## config.mk

```make
export PLATFORM = sky130hd
export DESIGN_NAME = biquad_envelope_band_stats
export DESIGN_NICKNAME = d
export VERILOG_FILES = /design/src/hdl/bebs_pkg.sv /design/src/hdl/bebs_queue.sv /design/src/hdl/bebs_root.sv /design/src/hdl/bebs_back.sv /design/src/hdl/biquad_envelope_band_stats.sv
export SDC_FILE = /design/constraint.sdc
export NUM_CORES = 2
export LEC_CHECK = 0
export BUFFER_PORTS_ARGS = -buffer_cell sky130_fd_sc_hd__buf_2
export CAP_MARGIN = 25
export CORE_MARGIN = 5
export CORE_UTILIZATION = 30
export CTS_BUF_LIST = sky130_fd_sc_hd__clkbuf_16
export CTS_CLUSTER_DIAMETER = 30
export DETAILED_ROUTE_END_ITERATION = 16
export GPL_TIMING_DRIVEN = 0
export PLACE_DENSITY = 0.5
export SYNTH_ARGS = -nofsm -noshare
export SYNTH_HDL_FRONTEND = slang
export SYNTH_SLANG_ARGS = --single-unit
```

## constraint.sdc

```tcl
create_clock -name aclk -period 11.2 [get_ports aclk]
set_clock_uncertainty 0.2 [all_clocks]
set_input_delay 2.24 -clock aclk [delete_from_list [all_inputs] [get_ports aclk]]
set_output_delay 2.24 -clock aclk [all_outputs]
set_load 0.02 [all_outputs]
```

## src/hdl/bebs_pkg.sv

```systemverilog
// bebs_pkg: shared types, constants and coefficient lookup for the
// biquad envelope band statistics block; no dependencies
package bebs_pkg;

    localparam int RMS_WINDOW_LOG2_DEF = 6;
    localparam int SAMPLE_BITS_DEF     = 16;
    localparam int COUNT_BITS_DEF      = 32;

    localparam int LIMIT_W   = 17;
    localparam int SHIFT_W   = 4;
    localparam int FILT_W    = 17;
    localparam int RMS_W     = 16;
    localparam int BAND_W    = 2;
    localparam int COEF_W    = 14;
    localparam int SQ_W      = 33;
    localparam int SQACC_W   = 40;
    localparam int ROOT_IN_W = 32;
    localparam int Q_SHIFT   = 12;
    localparam int CFG_IDX_W = 3;
    localparam int STEP_W    = 3;

    localparam int QUEUE_DEPTH = 4;

    localparam logic [CFG_IDX_W-1:0] REG_QUIET_LIMIT   = 3'd0;
    localparam logic [CFG_IDX_W-1:0] REG_NORMAL_LIMIT  = 3'd1;
    localparam logic [CFG_IDX_W-1:0] REG_LOUD_LIMIT    = 3'd2;
    localparam logic [CFG_IDX_W-1:0] REG_ATTACK_SHIFT  = 3'd3;
    localparam logic [CFG_IDX_W-1:0] REG_RELEASE_SHIFT = 3'd4;

    localparam logic [LIMIT_W-1:0] QUIET_LIMIT_RST   = 17'd800;
    localparam logic [LIMIT_W-1:0] NORMAL_LIMIT_RST  = 17'd2400;
    localparam logic [LIMIT_W-1:0] LOUD_LIMIT_RST    = 17'd3600;
    localparam logic [SHIFT_W-1:0] ATTACK_SHIFT_RST  = 4'd2;
    localparam logic [SHIFT_W-1:0] RELEASE_SHIFT_RST = 4'd6;

    localparam logic signed [COEF_W-1:0] COEF_B0 = 14'sd275;
    localparam logic signed [COEF_W-1:0] COEF_B1 = 14'sd550;
    localparam logic signed [COEF_W-1:0] COEF_B2 = 14'sd275;
    localparam logic signed [COEF_W-1:0] COEF_A1 = 14'sd4682;
    localparam logic signed [COEF_W-1:0] COEF_A2 = -14'sd1692;

    localparam logic [BAND_W-1:0] BAND_QUIET   = 2'd0;
    localparam logic [BAND_W-1:0] BAND_NORMAL  = 2'd1;
    localparam logic [BAND_W-1:0] BAND_LOUD    = 2'd2;
    localparam logic [BAND_W-1:0] BAND_CLIPPED = 2'd3;

    typedef struct packed {
        logic [LIMIT_W-1:0] quiet_limit;
        logic [LIMIT_W-1:0] normal_limit;
        logic [LIMIT_W-1:0] loud_limit;
        logic [SHIFT_W-1:0] atk_shift;
        logic [SHIFT_W-1:0] rel_shift;
    } cfg_t;

    // coefficient for each multiply step of the filter sequence
    function automatic logic signed [COEF_W-1:0] coef_at(input logic [STEP_W-1:0] step);
        logic signed [COEF_W-1:0] c;
        case (step)
            3'd0:    c = COEF_B0;
            3'd1:    c = COEF_B1;
            3'd2:    c = COEF_B2;
            3'd3:    c = COEF_A1;
            3'd4:    c = COEF_A2;
            default: c = '0;
        endcase
        return c;
    endfunction

endpackage

```

## src/hdl/bebs_queue.sv

```systemverilog
// bebs_queue: short sample queue between the stream input and the back end
// depends on bebs_pkg
module bebs_queue
    import bebs_pkg::*;
#(
    parameter int DATA_W = SAMPLE_BITS_DEF
) (
    input  logic              aclk,
    input  logic              aresetn,
    input  logic              wr_valid,
    output logic              wr_ready,
    input  logic [DATA_W-1:0] wr_data,
    output logic              rd_valid,
    input  logic              rd_pop,
    output logic [DATA_W-1:0] rd_data
);

    localparam int ADDR_W  = $clog2(QUEUE_DEPTH);
    localparam int COUNT_W = $clog2(QUEUE_DEPTH + 1);

    logic [DATA_W-1:0]  mem_reg [QUEUE_DEPTH];
    logic [ADDR_W-1:0]  wr_ptr_reg, rd_ptr_reg;
    logic [COUNT_W-1:0] count_reg, count_next;
    logic               do_wr, do_rd;

    assign wr_ready = (count_reg != COUNT_W'(QUEUE_DEPTH));
    assign rd_valid = (count_reg != '0);
    assign rd_data  = mem_reg[rd_ptr_reg];
    assign do_wr    = wr_valid && wr_ready;
    assign do_rd    = rd_pop && rd_valid;

    always_comb begin
        count_next = count_reg;
        if (do_wr && !do_rd) begin
            count_next = count_reg + COUNT_W'(1);
        end else if (do_rd && !do_wr) begin
            count_next = count_reg - COUNT_W'(1);
        end
    end

    always_ff @(posedge aclk) begin
        if (!aresetn) begin
            wr_ptr_reg <= '0;
            rd_ptr_reg <= '0;
            count_reg  <= '0;
        end else begin
            count_reg <= count_next;
            if (do_wr) begin
                wr_ptr_reg <= wr_ptr_reg + ADDR_W'(1);
            end
            if (do_rd) begin
                rd_ptr_reg <= rd_ptr_reg + ADDR_W'(1);
            end
        end
    end

    always_ff @(posedge aclk) begin
        if (do_wr) begin
            mem_reg[wr_ptr_reg] <= wr_data;
        end
    end

endmodule

```

## src/hdl/bebs_root.sv

```systemverilog
// bebs_root: iterative 32-bit integer square root, one result bit per cycle
// depends on bebs_pkg
module bebs_root
    import bebs_pkg::*;
(
    input  logic                 aclk,
    input  logic                 aresetn,
    input  logic                 start,
    input  logic [ROOT_IN_W-1:0] value,
    output logic                 done,
    output logic [RMS_W-1:0]     result
);

    localparam int CNT_W = $clog2(RMS_W);

    logic [ROOT_IN_W-1:0] rem_reg, res_reg, probe_reg;
    logic [ROOT_IN_W-1:0] trial;
    logic [CNT_W-1:0]     cnt_reg;
    logic                 busy_reg, done_reg;

    assign trial  = res_reg + probe_reg;
    assign done   = done_reg;
    assign result = res_reg[RMS_W-1:0];

    always_ff @(posedge aclk) begin
        if (!aresetn) begin
            busy_reg <= 1'b0;
            done_reg <= 1'b0;
        end else begin
            done_reg <= 1'b0;
            if (start) begin
                busy_reg <= 1'b1;
            end else if (busy_reg && (cnt_reg == CNT_W'(RMS_W - 1))) begin
                busy_reg <= 1'b0;
                done_reg <= 1'b1;
            end
        end
    end

    always_ff @(posedge aclk) begin
        if (start) begin
            rem_reg   <= value;
            res_reg   <= '0;
            probe_reg <= ROOT_IN_W'(1) << (ROOT_IN_W - 2);
            cnt_reg   <= '0;
        end else if (busy_reg) begin
            if (rem_reg >= trial) begin
                rem_reg <= rem_reg - trial;
                res_reg <= (res_reg >> 1) + probe_reg;
            end else begin
                res_reg <= res_reg >> 1;
            end
            probe_reg <= probe_reg >> 2;
            cnt_reg   <= cnt_reg + CNT_W'(1);
        end
    end

endmodule

```

## src/hdl/bebs_back.sv

```systemverilog
// bebs_back: sequencer that filters, follows the envelope, counts bands,
// accumulates squares and holds the result register; uses bebs_pkg, bebs_root
module bebs_back
    import bebs_pkg::*;
#(
    parameter int RMS_WINDOW_LOG2 = RMS_WINDOW_LOG2_DEF,
    parameter int SAMPLE_BITS     = SAMPLE_BITS_DEF,
    parameter int COUNT_BITS      = COUNT_BITS_DEF
) (
    input  logic                   aclk,
    input  logic                   aresetn,
    input  cfg_t                   cfg,
    input  logic                   q_valid,
    input  logic [SAMPLE_BITS-1:0] q_data,
    output logic                   q_pop,
    output logic                   out_valid,
    input  logic                   out_ready,
    output logic [FILT_W-1:0]      out_filtered,
    output logic [LIMIT_W-1:0]     out_envelope,
    output logic [BAND_W-1:0]      out_band,
    output logic [COUNT_BITS-1:0]  out_count,
    output logic [RMS_W-1:0]       out_rms,
    output logic                   out_fresh
);

    localparam int OP_W   = (SAMPLE_BITS > FILT_W) ? SAMPLE_BITS : FILT_W;
    localparam int PROD_W = OP_W + COEF_W;
    localparam int MAC_W  = OP_W + COEF_W + 1;
    localparam int WIN_W  = RMS_WINDOW_LOG2;

    localparam logic [2:0] ST_IDLE = 3'd0;
    localparam logic [2:0] ST_MAC  = 3'd1;
    localparam logic [2:0] ST_ENV  = 3'd2;
    localparam logic [2:0] ST_BAND = 3'd3;
    localparam logic [2:0] ST_ROOT = 3'd4;
    localparam logic [2:0] ST_DONE = 3'd5;

    localparam logic signed [MAC_W-1:0] FILT_HI = MAC_W'(65535);
    localparam logic signed [MAC_W-1:0] FILT_LO = -MAC_W'(65536);

    logic [2:0]                    state_reg;
    logic [STEP_W-1:0]             step_reg;
    logic signed [SAMPLE_BITS-1:0] x_reg, xd1_reg, xd2_reg;
    logic signed [FILT_W-1:0]      yd1_reg, yd2_reg, y_reg;
    logic signed [PROD_W-1:0]      prod_reg, prod;
    logic signed [MAC_W-1:0]       mac_reg, mac_sum, mac_q;
    logic signed [OP_W-1:0]        opnd;
    logic signed [FILT_W-1:0]      y_sat;
    logic [LIMIT_W-1:0]            env_reg, env_next, mag;
    logic [SQ_W-1:0]               sq_reg;
    logic signed [2*FILT_W-1:0]    sq_full;
    logic [SQACC_W-1:0]            sqacc_reg, sqacc_sum;
    logic [WIN_W-1:0]              win_reg;
    logic [COUNT_BITS-1:0]         hist_reg [4];
    logic [COUNT_BITS-1:0]         cnt_reg, cnt_next;
    logic [BAND_W-1:0]             band_reg, band_next;
    logic [RMS_W-1:0]              rms_reg;
    logic                          fresh_reg;
    logic                          root_start, root_done;
    logic [ROOT_IN_W-1:0]          root_in;
    logic [RMS_W-1:0]              root_res;
    logic                          out_valid_reg;
    logic [FILT_W-1:0]             o_filt_reg;
    logic [LIMIT_W-1:0]            o_env_reg;
    logic [BAND_W-1:0]             o_band_reg;
    logic [COUNT_BITS-1:0]         o_cnt_reg;
    logic [RMS_W-1:0]              o_rms_reg;
    logic                          o_fresh_reg;
    logic                          out_load;

    bebs_root u_root (
        .aclk    (aclk),
        .aresetn (aresetn),
        .start   (root_start),
        .value   (root_in),
        .done    (root_done),
        .result  (root_res)
    );

    // operand for the current multiply step
    always_comb begin
        case (step_reg)
            3'd0:    opnd = OP_W'(x_reg);
            3'd1:    opnd = OP_W'(xd1_reg);
            3'd2:    opnd = OP_W'(xd2_reg);
            3'd3:    opnd = OP_W'(yd1_reg);
            3'd4:    opnd = OP_W'(yd2_reg);
            default: opnd = '0;
        endcase
    end

    assign prod    = PROD_W'(coef_at(step_reg)) * PROD_W'(opnd);
    assign mac_sum = mac_reg + MAC_W'(prod_reg);
    assign mac_q   = mac_sum >>> Q_SHIFT;

    always_comb begin
        if (mac_q > FILT_HI) begin
            y_sat = FILT_W'(FILT_HI);
        end else if (mac_q < FILT_LO) begin
            y_sat = FILT_W'(FILT_LO);
        end else begin
            y_sat = mac_q[FILT_W-1:0];
        end
    end

    // envelope follower
    always_comb begin
        mag = y_reg[FILT_W-1] ? LIMIT_W'(-y_reg) : LIMIT_W'(y_reg);
        if (mag > env_reg) begin
            env_next = env_reg + ((mag - env_reg) >> cfg.atk_shift);
        end else begin
            env_next = env_reg - ((env_reg - mag) >> cfg.rel_shift);
        end
    end

    assign sq_full = (2*FILT_W)'(y_reg) * (2*FILT_W)'(y_reg);

    always_comb begin
        if (env_reg < cfg.quiet_limit) begin
            band_next = BAND_QUIET;
        end else if (env_reg < cfg.normal_limit) begin
            band_next = BAND_NORMAL;
        end else if (env_reg < cfg.loud_limit) begin
            band_next = BAND_LOUD;
        end else begin
            band_next = BAND_CLIPPED;
        end
    end

    assign cnt_next   = hist_reg[band_next] + COUNT_BITS'(1);
    assign sqacc_sum  = sqacc_reg + SQACC_W'(sq_reg);
    assign root_in    = ROOT_IN_W'(sqacc_sum >> RMS_WINDOW_LOG2);
    assign root_start = (state_reg == ST_BAND) && (&win_reg);
    assign q_pop      = (state_reg == ST_IDLE) && q_valid;
    assign out_load   = (state_reg == ST_DONE) && (!out_valid_reg || out_ready);

    always_ff @(posedge aclk) begin
        if (!aresetn) begin
            state_reg     <= ST_IDLE;
            step_reg      <= '0;
            xd1_reg       <= '0;
            xd2_reg       <= '0;
            yd1_reg       <= '0;
            yd2_reg       <= '0;
            env_reg       <= '0;
            sqacc_reg     <= '0;
            win_reg       <= '0;
            rms_reg       <= '0;
            fresh_reg     <= 1'b0;
            hist_reg[0]   <= '0;
            hist_reg[1]   <= '0;
            hist_reg[2]   <= '0;
            hist_reg[3]   <= '0;
            out_valid_reg <= 1'b0;
        end else begin
            if (out_load) begin
                out_valid_reg <= 1'b1;
            end else if (out_ready) begin
                out_valid_reg <= 1'b0;
            end
            case (state_reg)
                ST_IDLE: begin
                    if (q_valid) begin
                        state_reg <= ST_MAC;
                        step_reg  <= '0;
                    end
                end
                ST_MAC: begin
                    step_reg <= step_reg + STEP_W'(1);
                    if (step_reg == STEP_W'(5)) begin
                        xd2_reg   <= xd1_reg;
                        xd1_reg   <= x_reg;
                        yd2_reg   <= yd1_reg;
                        yd1_reg   <= y_sat;
                        state_reg <= ST_ENV;
                    end
                end
                ST_ENV: begin
                    env_reg   <= env_next;
                    state_reg <= ST_BAND;
                end
                ST_BAND: begin
                    hist_reg[band_next] <= cnt_next;
                    win_reg             <= win_reg + WIN_W'(1);
                    if (&win_reg) begin
                        sqacc_reg <= '0;
                        fresh_reg <= 1'b1;
                        state_reg <= ST_ROOT;
                    end else begin
                        sqacc_reg <= sqacc_sum;
                        fresh_reg <= 1'b0;
                        state_reg <= ST_DONE;
                    end
                end
                ST_ROOT: begin
                    if (root_done) begin
                        rms_reg   <= root_res;
                        state_reg <= ST_DONE;
                    end
                end
                ST_DONE: begin
                    if (out_load) begin
                        state_reg <= ST_IDLE;
                    end
                end
                default: state_reg <= ST_IDLE;
            endcase
        end
    end

    // datapath registers
    always_ff @(posedge aclk) begin
        if (q_pop) begin
            x_reg    <= q_data;
            mac_reg  <= '0;
            prod_reg <= '0;
        end
        if (state_reg == ST_MAC) begin
            prod_reg <= prod;
            mac_reg  <= mac_sum;
            if (step_reg == STEP_W'(5)) begin
                y_reg <= y_sat;
            end
        end
        if (state_reg == ST_ENV) begin
            sq_reg <= sq_full[SQ_W-1:0];
        end
        if (state_reg == ST_BAND) begin
            band_reg <= band_next;
            cnt_reg  <= cnt_next;
        end
        if (out_load) begin
            o_filt_reg  <= y_reg;
            o_env_reg   <= env_reg;
            o_band_reg  <= band_reg;
            o_cnt_reg   <= cnt_reg;
            o_rms_reg   <= rms_reg;
            o_fresh_reg <= fresh_reg;
        end
    end

    assign out_valid    = out_valid_reg;
    assign out_filtered = o_filt_reg;
    assign out_envelope = o_env_reg;
    assign out_band     = o_band_reg;
    assign out_count    = o_cnt_reg;
    assign out_rms      = o_rms_reg;
    assign out_fresh    = o_fresh_reg;

endmodule

```

## src/hdl/biquad_envelope_band_stats.sv

```systemverilog
// biquad_envelope_band_stats: top level with configuration registers, input
// queue and processing back end; uses bebs_pkg, bebs_queue, bebs_back
//
//   channel   ports                         contents
//   input     s_tvalid s_tready s_tdata     sample
//   result    m_tvalid m_tready m_tdata     filtered envelope band band_count rms
//             m_tuser                       rms_fresh
//   config    cfg_valid cfg_ready           cfg_index cfg_data, always ready
//
// an item in the back end pops the queue, steps through the shared filter multiplier,
// then does envelope, band and result load; a window-closing item also waits
// for the bit-serial square root. a four-entry queue takes samples while the
// back end works or the result register is stalled. reset is synchronous and
// clears filter state, envelope, histogram and accumulator; config takes its defaults.
module biquad_envelope_band_stats
    import bebs_pkg::*;
#(
    parameter int RMS_WINDOW_LOG2 = RMS_WINDOW_LOG2_DEF,
    parameter int SAMPLE_BITS     = SAMPLE_BITS_DEF,
    parameter int COUNT_BITS      = COUNT_BITS_DEF
) (
    input  logic                   aclk,
    input  logic                   aresetn,
    input  logic                   s_tvalid,
    output logic                   s_tready,
    input  logic [((SAMPLE_BITS+7)/8)*8-1:0] s_tdata, // sample
    output logic                   m_tvalid,
    input  logic                   m_tready,
    // filtered, envelope, band, band_count, rms_value
    output logic [((FILT_W+LIMIT_W+BAND_W+COUNT_BITS+RMS_W+7)/8)*8-1:0] m_tdata,
    output logic                   m_tuser, // rms_fresh
    input  logic                   cfg_valid,
    output logic                   cfg_ready,
    input  logic [CFG_IDX_W-1:0]   cfg_index,
    input  logic [LIMIT_W-1:0]     cfg_data
);

    localparam int M_TDATA_W = ((FILT_W + LIMIT_W + BAND_W + COUNT_BITS + RMS_W + 7) / 8) * 8;

    cfg_t                   cfg_reg;
    logic                   q_valid, q_pop;
    logic [SAMPLE_BITS-1:0] q_data;
    logic [FILT_W-1:0]      r_filtered;
    logic [LIMIT_W-1:0]     r_envelope;
    logic [BAND_W-1:0]      r_band;
    logic [COUNT_BITS-1:0]  r_count;
    logic [RMS_W-1:0]       r_rms;

    assign cfg_ready = 1'b1;

    always_ff @(posedge aclk) begin
        if (!aresetn) begin
            cfg_reg.quiet_limit  <= QUIET_LIMIT_RST;
            cfg_reg.normal_limit <= NORMAL_LIMIT_RST;
            cfg_reg.loud_limit   <= LOUD_LIMIT_RST;
            cfg_reg.atk_shift    <= ATTACK_SHIFT_RST;
            cfg_reg.rel_shift    <= RELEASE_SHIFT_RST;
        end else if (cfg_valid) begin
            case (cfg_index)
                REG_QUIET_LIMIT:   cfg_reg.quiet_limit  <= cfg_data;
                REG_NORMAL_LIMIT:  cfg_reg.normal_limit <= cfg_data;
                REG_LOUD_LIMIT:    cfg_reg.loud_limit   <= cfg_data;
                REG_ATTACK_SHIFT:  cfg_reg.atk_shift    <= cfg_data[SHIFT_W-1:0];
                REG_RELEASE_SHIFT: cfg_reg.rel_shift    <= cfg_data[SHIFT_W-1:0];
                default: ;
            endcase
        end
    end

    bebs_queue #(
        .DATA_W (SAMPLE_BITS)
    ) u_queue (
        .aclk     (aclk),
        .aresetn  (aresetn),
        .wr_valid (s_tvalid),
        .wr_ready (s_tready),
        .wr_data  (s_tdata[SAMPLE_BITS-1:0]),
        .rd_valid (q_valid),
        .rd_pop   (q_pop),
        .rd_data  (q_data)
    );

    bebs_back #(
        .RMS_WINDOW_LOG2 (RMS_WINDOW_LOG2),
        .SAMPLE_BITS     (SAMPLE_BITS),
        .COUNT_BITS      (COUNT_BITS)
    ) u_back (
        .aclk         (aclk),
        .aresetn      (aresetn),
        .cfg          (cfg_reg),
        .q_valid      (q_valid),
        .q_data       (q_data),
        .q_pop        (q_pop),
        .out_valid    (m_tvalid),
        .out_ready    (m_tready),
        .out_filtered (r_filtered),
        .out_envelope (r_envelope),
        .out_band     (r_band),
        .out_count    (r_count),
        .out_rms      (r_rms),
        .out_fresh    (m_tuser)
    );

    assign m_tdata = M_TDATA_W'({r_rms, r_count, r_band, r_envelope, r_filtered});

endmodule
```

==> run metrics <==
synthesis-to-layout area growth=18.4%; Crit-path slowest cell=o311ai_0; Layout Cells excl Fill=a little over 9000; main combinational cell family by area after synthesis=adder cells; Post-CTS Setup Inserts=0; switch share=43.7%; Sink Count=742; Die Wd=approximately 450 um; Buf/Inv on CP=4; CTS Hold Bufs=0; CTS resizes=0; Cell Int Power=between 10 and 15 mW; final setup TNS=0 ps; family with the most delay on the worst path=compound AO/OA/AOI/OAI gates; Iter 0 DRT Violations=2739; Critical Path Start=u_back.y_reg[0]$_DFFE_PP_; Num CTS Buffers=roughly 180; hpwl dp=about 140 mm; Comb power frac=between 50% and 60%; Placement Setup Slack=around 640 ps; H-tree levels=4; Pwr Total=~21 mW; Synth Area in Compound Gates=about an eighth; cells on worst reg2reg path=38; std cell rows=approximately 160; worst reg2reg setup slack=between 600 and 700 ps; Routed Antenna Nets=0; first-pass GRT wire length=between 200 and 300 mm; hold crit path type=register to register; Hold Path Cell Cnt=0; Synth Area in Simple Gates=a little over an eighth; worst hold slack=about 200 ps; RSZ-0062 raised after global routing=no; number of synthesized register bits=742; Async SR Flop Fraction=0%; multi-input logic area=34900 um2; PwrDens=305 nW/um2; max reg flops=roughly 130; Hold Crit Start=u_back.cnt_reg[9]$_DFFE_PP_; initial antenna violation count=9; Initial Utilization=slightly above 30%; slowest stage delay, CP=roughly 750 ps; Port Buffers=approximately 130; gp weighted congestion=between 0.8 and 0.9; num ports=133; drt wl/cell=between 15 and 20 um; normalized max-slew margin=between 20% and 30%; clk_lat worst skew=840 ps; final hold violation count=0; Total GRT Usage=~17%; r2r endpoint=u_back.env_reg[16]$_SDFFE_PN0P_; Tmin final=between 10000 and 15000 ps; Via Count=approximately 45000; Core Box Area=193000 um2; r2r startpoint=u_back.y_reg[0]$_DFFE_PP_; Top FF cell, synth=edfxtp_1; Mapped Area=58200 um2; Psw=a little over 9 mW; CTS max path bufs=3; GR Util met2=~30%; final WL=178 mm; critical path arrival=about 11000 ps; Crit. End Element=register; slew at the pin with the worst max-slew slack=between 1000 and 1500 ps; met1 Use GR=about 22%; final core utilization=35.7%; Chip Height=450 um; vias in the first global route=roughly 46000; most frequent CP cell=ha_1; clock power share=between 20% and 30%; crit-path max FO=12; EDFF count, synth=around 470; Crit path depth=38; Worst Hold Path EP=u_back.out_count[9]$_DFFE_PP_; mux share of post-synthesis cell area=between 2 and 3%; register area=slightly below 20000 um2; TritonCTS clock tree=done; max_cap viols=0; final setup fails=0; Final WS setup=657 ps; Setup Crit Path Kind=register to register; largest net degree at the start of global routing=64; post-synthesis cell type count=between 90 and 100; status=completed; drt first pass iters=7; met3 global-route usage=between 2 and 3%; sequential area share after synthesis=33.6%; yosys warns=0; Mapped Cells=~6000; placed cell area=roughly 62000 um2; max-slew violations=0; # placed instances=between 8000 and 9000; sequential power share=between 15 and 20%; fin area=just under 70000 um2; Root Buffer=clkbuf_16; critical path launch point type=register; Max VDD drop=a little over 700 uV; P_leak=around 29 nW; Peak Freq=about 0.095 GHz; clk slew on worst S/H paths=around 50 ps; FILL cells=about 19000; Synth Area in Adders=25.3%; GRT Residual Overflow=0; most used routing layer in global routing=met2; Via density=4.94; share of post-route cells with drive strength above 1=a little under a tenth; worst path required time=around 12000 ps; die area=203000 um2; Avg Inst Size Synth=roughly 9.6 um2; XOR/XNOR Fraction of Synth Area=4.75%; Tcrit/Tclk final=between 90% and 100%; Residual DRC=0; fin nets=about 7300
[power groups by stage]
| stage | clock network [mW] | logic, mW | registers, mW |
|---|---|---|---|
| floorplan | 0 | 9.07 | 3.52 |
| global placement | 0 | 12.2 | 3.58 |
| detailed placement | 0 | 12.3 | 3.57 |
| CTS | 5.43 | 12.4 | 3.52 |
| global route | 5.58 | 14.0 | 3.54 |
| finish | 5.33 | 12.2 | 3.52 |
[metal layers]
| metal | part of all wire [%] | vias up | routed length (um) |
|---|---|---|---|
| li1 | - | 21300 | - |
| met1 | 42 | 22200 | 75000 |
| met2 | 49 | 1119 | 87100 |
| met3 | 4.6 | 302 | 8240 |
| met4 | 4.4 | 0 | 7760 |
| met5 | 0 | - | 0 |
[worst reg2reg max path: cells and delay by family, from the launching register on]
family / cells / cell delay, ps
adders and majority gates: 4 / 1060
AOI/OAI and AO/OA: 16 / 4320
and+or+nand+nor: 10 / 1890
buffers and inverters: 4 / 1090
muxes: 1 / 180
DFF: 1 / 680
xor gates and xnor gates: 3 / 1030
[kinds of logic after synthesis]
family                   after synthesis
buffers and inverters               1013
AND/OR/NAND/NOR                     1779
AO/OA/AOI/OAI                       1158
XOR/XNOR                             314
flip-flops                           742
adder cells (fa/ha/maj)              898
other                                  2
multiplexers                         126
[worst max path at each step]
stage	endpoint
finish	u_back.env_reg[16]$_SDFFE_PN0P_
global route	u_back.env_reg[16]$_SDFFE_PN0P_
CTS	u_back.env_reg[16]$_SDFFE_PN0P_
detailed placement	u_back.env_reg[16]$_SDFFE_PN0P_
global placement	u_back.hist_reg[3][18]$_DFFE_PP_
floorplan	u_back.env_reg[16]$_SDFFE_PN0P_
[cells in the final DEF (no fill, tap or decap), types with 24 or more instances in the layout]
cell       netlist  final
inv_1          751    762
nand2_1        629    625
nor2_1         610    610
edfxtp_1       471    471
fa_1           465    465
ha_1           433    433
a21oi_1        313    310
dfxtp_1        271    271
clkbuf_1       205    202
xnor2_1        188    188
clkbuf_16        0    176
o21ai_0        174    173
buf_2           17    152
xor2_1         125    125
a21o_1         109    109
and2_1          86     86
mux2i_1         81     81
nor2b_1         74     74
a211oi_1        72     72
nor3_1          70     68
a21boi_0        67     67
nand3_1         64     64
a31oi_1         59     59
nand4_1         54     54
nand2b_1        51     51
o21bai_1        46     46
o211ai_1        43     43
diode_2          0     40
and3_1          37     36
o21a_1          32     32
clkinv_2         0     32
mux4_2          27     27
bufinv_16        0     27
or3_1           25     25
a22oi_1         24     24
[cells in the mapped netlist (32+ instances only)]
master    count  area [um2]
dfxtp_1     271        5430
nand3_1      64         320
a21boi_0     67         503
o21bai_1     46         345
a31oi_1      59         369
nor3_1       70         350
and2_1       86         538
clkbuf_1    205         769
nand2b_1     51         319
xnor2_1     188        1650
o21a_1       32         240
nand2_1     629        2360
fa_1        465        9310
edfxtp_1    471       14100
inv_1       751        2820
o211ai_1     43         323
o21ai_0     174         871
a211oi_1     72         541
mux2i_1      81         811
and3_1       37         231
a21o_1      109         818
nor2_1      610        2290
nand4_1      54         338
nor2b_1      74         463
ha_1        433        5420
xor2_1      125        1090
a21oi_1     313        1570
[final cells by class]
cell class,instances,share of cell area (%)
antenna,40,0.145
clock inverter,150,2.78
sequential,742,28.4
inverter,763,4.16
buffer,250,1.44
timing repair buffer,163,1.48
tap,2526,4.59
multi-input combinational,4280,50.6
clock buffer,176,6.39
Power figures use the tool's default switching activity.
